## src/rtl/bfid_div.sv

```systemverilog
module bfid_div #(
  parameter int N_W = 40,
  parameter int D_W = 32,
  parameter int Q_W = 8
) (
  input  logic           clk_i,
  input  logic           rst_ni,
  input  logic           start_i,
  input  logic [N_W-1:0] dividend_i,
  input  logic [D_W-1:0] divisor_i,
  output logic           done_o,
  output logic [Q_W-1:0] quotient_o,
  output logic [D_W-1:0] remainder_o
);

  localparam int W  = D_W + Q_W;
  localparam int CW = $clog2(Q_W + 1);

  logic [W-1:0]   rem_q, rem_d, ds_q, ds_d;
  logic [Q_W-1:0] q_q, q_d;
  logic [CW-1:0]  cnt_q, cnt_d;
  logic           done_q, done_d;
  logic           ge;

  always_comb begin
    rem_d  = rem_q;
    ds_d   = ds_q;
    q_d    = q_q;
    cnt_d  = cnt_q;
    done_d = 1'b0;
    ge     = (rem_q >= ds_q);
    if (start_i) begin
      rem_d = W'(dividend_i);
      ds_d  = W'(divisor_i) << (Q_W - 1);
      q_d   = '0;
      cnt_d = CW'(Q_W);
    end else if (cnt_q != '0) begin
      if (ge) begin
        rem_d = rem_q - ds_q;
      end
      q_d    = Q_W'({q_q, ge});
      ds_d   = ds_q >> 1;
      cnt_d  = cnt_q - 1'b1;
      done_d = (cnt_q == CW'(1));
    end
  end

  always_ff @(posedge clk_i or negedge rst_ni) begin
    if (!rst_ni) begin
      cnt_q  <= '0;
      done_q <= 1'b0;
    end else begin
      cnt_q  <= cnt_d;
      done_q <= done_d;
    end
  end

  always_ff @(posedge clk_i) begin
    rem_q <= rem_d;
    ds_q  <= ds_d;
    q_q   <= q_d;
  end

  assign done_o      = done_q;
  assign quotient_o  = q_q;
  assign remainder_o = rem_q[D_W-1:0];

endmodule

```

## config.mk

```make
export PLATFORM = sky130hd
export DESIGN_NAME = bfid_div
export DESIGN_NICKNAME = d
export VERILOG_FILES = /design/src/rtl/bfid_div.sv
export SDC_FILE = /design/constraint.sdc
export NUM_CORES = 1
export LEC_CHECK = 0
export BUFFER_PORTS_ARGS = -buffer_cell sky130_fd_sc_hd__buf_4
export CAP_MARGIN = 20
export CORE_UTILIZATION = 30
export DETAILED_ROUTE_END_ITERATION = 6
export PLACE_DENSITY = 0.59
export SLEW_MARGIN = 30
export SYNTH_ARGS = -nofsm -noshare
export SYNTH_HDL_FRONTEND = slang
export SYNTH_SLANG_ARGS = --single-unit
```

## constraint.sdc

```tcl
create_clock -name clk_i -period 5.8 [get_ports clk_i]
set_clock_uncertainty 0.15 [all_clocks]
set_input_delay 0.87 -clock clk_i [delete_from_list [all_inputs] [get_ports clk_i]]
set_output_delay 0.87 -clock clk_i [all_outputs]
set_load 0.01 [all_outputs]
```

==> results of run 1 <==
-- report_power, final --
| group | switching (mW) | leakage [nW] | internal (mW) |
|---|---|---|---|
| Clock | 0.261 | 0.139 | 0.329 |
| Sequential | 0.133 | 0.958 | 1.06 |
| Combinational | 1.60 | 2.05 | 1.13 |
| Total | 1.99 | 3.15 | 2.53 |
-- layer usage --
layer,vias to the layer above,global-route usage
li1,2652,-
met4,0,0.05567
met5,-,0
met3,12,0.02086
met1,2420,0.2164
met2,109,0.2350
-- kinds of logic after synthesis --
logic type	count (synthesis)	share of synthesized area
flip-flops	92	0.4039
XOR/XNOR	35	0.04785
buffers and inverters	117	0.09863
multiplexers	3	0.004883
AO/OA/AOI/OAI	224	0.2240
adder cells (fa/ha/maj)	43	0.08516
AND/OR/NAND/NOR	201	0.1355
-- metrics by stage --
step	setup WS [ns]	area, um2	util	power (mW)	hold slack [ns]
floorplan	1.718	6406	-	3.398	0.2856
global route	1.202	7470	0.3565	4.922	0.1451
finish	1.638	7470	0.3565	4.520	0.1566
CTS	1.558	7470	0.3565	4.550	0.1405
global placement	1.417	7179	0.3426	3.918	0.2932
detailed placement	1.575	7186	0.3429	3.933	0.3044
-- worst min-delay path by stage --
stage	from	end	slack (ns)	depth (start not counted)
4_1_cts	rst_ni	cnt_q[0]$_DFFE_PN0P_	0.14	1
3_3_place_gp	ds_q[0]$_SDFFE_PP0N_	ds_q[0]$_SDFFE_PP0N_	0.29	2
6_report	rst_ni	cnt_q[3]$_DFFE_PN0P_	0.16	1
5_1_grt	rst_ni	cnt_q[0]$_DFFE_PN0P_	0.15	1
3_5_place_dp	ds_q[0]$_SDFFE_PP0N_	ds_q[0]$_SDFFE_PP0N_	0.30	2
2_1_floorplan	ds_q[0]$_SDFFE_PP0N_	ds_q[0]$_SDFFE_PP0N_	0.29	2
-- layout make-up --
cell class | instances | area share
clock buffer | 15 | 0.03735
clock inverter | 1 | 0.0006700
inverter | 49 | 0.02462
multi-input combinational | 506 | 0.4283
sequential | 92 | 0.3464
tap | 275 | 0.04606
timing repair buffer | 116 | 0.1166
-- flip-flops by register name (all words and copies together), names as in the netlist --
name and cells:
cnt_q 4, ds_q 39, quotient_o 8, rem_q 40
done_o 1
-- cell usage after synthesis, types with 3 or more instances --
master	count	area [um2]
a21o_1	21	157.7
buf_6	7	78.83
nand3_1	10	50.05
a211oi_1	8	60.06
and4_1	3	26.28
nand4_1	10	62.56
ha_1	42	525.5
buf_4	34	255.2
clkbuf_1	21	78.83
edfxtp_1	72	2162
o211ai_1	4	30.03
a21oi_1	60	300.3
o21a_1	4	30.03
dfxtp_1	15	300.3
inv_1	49	183.9
a21boi_0	3	22.52
dfrtp_1	5	125.1
nand2b_1	3	18.77
o31ai_1	35	262.8
nand2_1	129	484.2
o21bai_1	7	52.55
xor2_1	11	96.34
xnor2_1	24	210.2
o21ai_0	59	295.3
nor2_1	26	97.59
nor3_1	6	30.03
buf_1	3	11.26
a211oi_2	4	50.05
and2_1	3	18.77
==> results.py, run 1 <==
metrics = {
    "final_layout": {
        "layout-drive-gt1-share": 0.1836,
        "layout_commonest_cell": "nand2_1",
        "final_nets": 892,
        "layout.cells.non_filler": 1054,
        "diodes": 0,
        "area_growth_pct": 16.60,
        "seq_area_um2": 2587,
        "multiInputGateArea_um2": 3199,
        "final_cell_mix": "nand2_1, buf_4, edfxtp_1, a21oi_1, o21ai_0",
        "fillCellCount": 2245,
    },
    "clocking": {
        "ctsResizeCount": 0,
        "htree_levels": 3,
        "cts.sinks": 92,
        "clock_path_buffers": 2,
        "root_buffer": "clkbuf_16",
        "cts_tree": "built",
        "clk_pin_slew_ns": 0.06,
        "tritoncts.num_buffers": 9,
        "post_cts.repair.setup_buffers": 0,
        "clkLatencyLatePin_ns": 0.36,
        "ctsHoldBuffers": 0,
    },
    "worst_setup_path": {
        "timing.rr.end": "rem_q[6]$_DFFE_PP_",
        "crit_slowest_cell": "a2111oi_0",
        "worstPathCellList": "inv_1, ha_1, inv_1, fa_1, a211oi_2, o211ai_1, a211oi_2, o21ai_0, a2111oi_0, o31ai_1, nand4b_1, nand2_4",
        "critical_path.max_stage_delay_ns": 0.65,
        "critPathBufInv": 2,
        "rrSetupSlack_ns": 1.64,
        "critPathRequiredTime_ns": 5.62,
        "endpoint": "rem_q[6]$_DFFE_PP_",
        "critPathLaunchType": "flop",
        "critPathCaptureType": "flop",
        "crit_family": "compound AO/OA/AOI/OAI gates",
        "startpoint": "rem_q[0]$_DFFE_PP_",
        "crit_type": "flop to flop",
        "reg2reg_depth": 12,
        "regToRegStartpoint": "rem_q[0]$_DFFE_PP_",
        "cp.depth": 12,
        "crit_path_max_fanout": 40,
        "crit_arrival_ns": 3.98,
    },
    "drt": {
        "ant_nets": 0,
        "dr_wl_met3_um": 589,
        "routed-wl-met2_um": 7258,
        "route.detailed.drc": 0,
        "via_per_inst": 4.927,
        "drt_first_pass_iters": 5,
        "drtIter0Drc": 323,
        "vias": 5193,
        "routed.top_layer": "met4",
        "wl_met1_um": 8152,
        "wl_per_cell_um": 15.41,
        "wl_um": 16250,
    },
    "power_and_ir_drop": {
        "ir_worst_vdd_mv": 0.1979,
        "cellPowerDensity_nw_per_um2": 605.1,
        "p_leak_nw": 3.151,
    },
    "synthesis": {
        "synth_flop_cell": "edfxtp_1",
        "synth_nets": 833,
        "syn_area_um2": 6406,
        "seq_area_frac_synth": 0.4039,
        "postSynthCellCount": 715,
        "async_flop_share": 0.05435,
        "ys_types": 56,
        "ys_warn_count": 0,
        "avgSynthCellArea_um2": 8.960,
        "synth-seq-cells": 92,
        "synth_edf_count": 72,
    },
    "sta": {
        "fin_tns_setup_ns": 0,
        "report.final.slew_viol_count": 0,
        "fmax_mhz": 240.3,
        "worstMarginPinSlew_ns": 0.8646,
        "setup_viol": 0,
        "final.min_clock_period_ns": 4.162,
        "rsz0062_at_grt": "no",
        "hold_viol_final": 0,
        "max-slew-margin-rel": 0.4216,
        "min_period_over_period": 0.7176,
    },
    "place": {
        "hpwl_um": 11560,
        "placed_cells": 1038,
        "io_buffers": 115,
        "gp_congestion": 0.8422,
    },
    "grt": {
        "grt_max_degree": 86,
        "overflow": 0,
        "grt_pass1_wl_um": 26210,
        "grt_use_total": 0.1525,
        "antenna_found_initial": 0,
        "grt_pass1_vias": 5083,
    },
    "die": {
        "start_util": 0.3057,
        "ios": 116,
        "num_rows": 53,
        "design.die.area_um2": 21940,
        "die_w_um": 148.1,
        "fp.coreArea_um2": 20960,
        "die_h_um": 148.1,
    },
    "flow_run": {
        "drv_cap": 0,
    },
    "run_status": {
        "status": "complete, no violations",
    },
    "min_path": {
        "min_path_type": "input pin to asynchronous set/reset pin",
    },
}
Power figures use the tool's default switching activity.
==> run 2, diff against run 1 <==
Settings changed: PLACE_DENSITY 0.59 to 0.61.
Clock period 5.8 ns to 3.7 ns, I/O delays scaled along.
==> results.py, run 2 (synthesized netlist as in run 1, its figures left out) <==
metrics = {
    "power_and_ir_drop": {
        "cellPowerDensity_nw_per_um2": 962.0,
        "p_total_mw": 7.362,
        "p_leak_nw": 3.259,
        "ir_worst_vdd_mv": 0.2829,
    },
    "worst_setup_path": {
        "timing.rr.end": "rem_q[38]$_DFFE_PP_",
        "critPathCaptureType": "flop",
        "critPathRequiredTime_ns": 3.67,
        "crit_slowest_cell": "or4b_1",
        "worstPathCellList": "inv_1, ha_1, inv_1, fa_2, a211oi_2, o211ai_1, a211oi_2, buf_4, o211ai_2, a31oi_4, o41ai_1, or4b_1, a211o_1, o221a_2",
        "rrSetupSlack_ns": 0.14,
        "crit_path_max_fanout": 3,
        "critPathBufInv": 3,
        "critPathLaunchType": "flop",
        "reg2reg_depth": 14,
        "crit_arrival_ns": 3.52,
        "crit_family": "compound AO/OA/AOI/OAI gates",
        "regToRegStartpoint": "rem_q[0]$_DFFE_PP_",
        "critical_path.max_stage_delay_ns": 0.49,
        "crit_type": "flop to flop",
    },
    "drt": {
        "wl_per_cell_um": 15.65,
        "vias": 5289,
        "via_per_inst": 4.934,
        "drt_first_pass_iters": 5,
        "ant_nets": 0,
        "drtIter0Drc": 382,
        "route.detailed.drc": 0,
        "wl_um": 16780,
    },
    "sta": {
        "report.final.slew_viol_count": 0,
        "setup_viol": 0,
        "rsz0062_at_grt": "yes",
        "final.min_clock_period_ns": 3.558,
        "fin_ws_ns": 0.1418,
        "worstMarginPinSlew_ns": 0.7369,
        "min_period_over_period": 0.9617,
        "max-slew-margin-rel": 0.5087,
        "fmax_mhz": 281.0,
        "hold_viol_final": 0,
    },
    "die": {
        "num_rows": 53,
        "ios": 116,
        "fp.coreArea_um2": 20960,
        "start_util": 0.3057,
        "die_h_um": 148.1,
        "design.die.area_um2": 21940,
        "die_w_um": 148.1,
    },
    "final_layout": {
        "final_cell_mix": "buf_4, nand2_1, edfxtp_1, a21oi_1, o21ai_0",
        "final_nets": 910,
        "layout-drive-gt1-share": 0.2045,
        "layout_commonest_cell": "buf_4",
        "regMostFlops": "rem_q",
        "largest_reg_flops": 40,
        "area_growth_pct": 19.47,
        "diodes": 0,
    },
    "grt": {
        "overflow": 0,
        "antenna_found_initial": 0,
        "grt_max_degree": 81,
        "grt_use_total": 0.1541,
        "grt_pass1_vias": 5072,
        "grt_pass1_wl_um": 26500,
    },
    "min_path": {
        "whs_endpoint": "ds_q[0]$_SDFFE_PP0N_",
        "hold_depth": 2,
        "min_path_type": "flop to flop",
        "hp-start": "ds_q[0]$_SDFFE_PP0N_",
    },
    "clocking": {
        "cts.sinks": 92,
        "cts_tree": "built",
        "htree_levels": 3,
        "clkLatencyLatePin_ns": 0.36,
        "root_buffer": "clkbuf_16",
        "tritoncts.num_buffers": 9,
        "clock_path_buffers": 2,
        "clk_pin_slew_ns": 0.07,
    },
    "place": {
        "dp_slack_ns": 0.06433,
        "io_buffers": 115,
        "hpwl_um": 12200,
        "gp_congestion": 0.8467,
    },
    "run_status": {
        "status": "complete, no violations",
    },
    "flow_run": {
        "drv_cap": 0,
    },
}
[run 2: area by class of cell]
type	count	area, um2
fillers	2229	13300
multi-input cells	506	3198
flip-flops and latches	92	2587
repair buffers	134	1021
well taps	275	344.1
clock buffers	14	307.8
inverters	49	183.9
clock inverters	2	11.26
[run 2: metal layers]
metal	routed length, um	track usage
met2	7496	0.2383
met5	0	0
met4	261	0.04845
met1	8269	0.2150
met3	749	0.03067
[run 2: repair_timing]
item	CTS	global route
buffers inserted	0	3
hold endpoints to repair	5	0
resized for setup	0	2
endpoints found under the setup margin	0	18
hold buffers	1	0
[run 2: report_power, final]
group          internal [mW]  switching, mW
registers               1.66          0.206
clock network          0.579          0.413
logic                   1.92           2.58
total                   4.16           3.20
[run 2: worst max path at each step]
stage	from	endpoint	slack [ns]	depth (start not counted)
floorplan	rem_q[0]$_DFFE_PP_	rem_q[0]$_DFFE_PP_	0.004	12
global placement	rem_q[0]$_DFFE_PP_	rem_q[38]$_DFFE_PP_	0.14	14
detailed placement	rem_q[0]$_DFFE_PP_	rem_q[38]$_DFFE_PP_	0.06	14
CTS	rem_q[0]$_DFFE_PP_	rem_q[38]$_DFFE_PP_	0.05	14
global route	rem_q[0]$_DFFE_PP_	rem_q[38]$_DFFE_PP_	-0.04	14
finish	rem_q[0]$_DFFE_PP_	rem_q[38]$_DFFE_PP_	0.14	14
[run 2: worst min-delay path, stage by stage (launching register included)]
cell and delay, ns:
dfxtp_1 0.32, nand2_1 0.05, a21oi_1 0.05
[run 2: stage by stage]
| step | setup TNS (ns) | hold slack [ns] | std cells | util | instance area (um2) |
|---|---|---|---|---|---|
| after floorplan | 0 | 0.1094 | 715 | - | 6409 |
| after global placement | 0 | 0.2156 | 1052 | 0.3481 | 7295 |
| after detailed placement | 0 | 0.2153 | 1052 | 0.3481 | 7295 |
| after CTS | 0 | 0.3091 | 1069 | 0.3638 | 7624 |
| after global routing | -0.03558 | 0.3250 | 1072 | 0.3652 | 7654 |
| final | 0 | 0.3127 | 1072 | 0.3652 | 7654 |
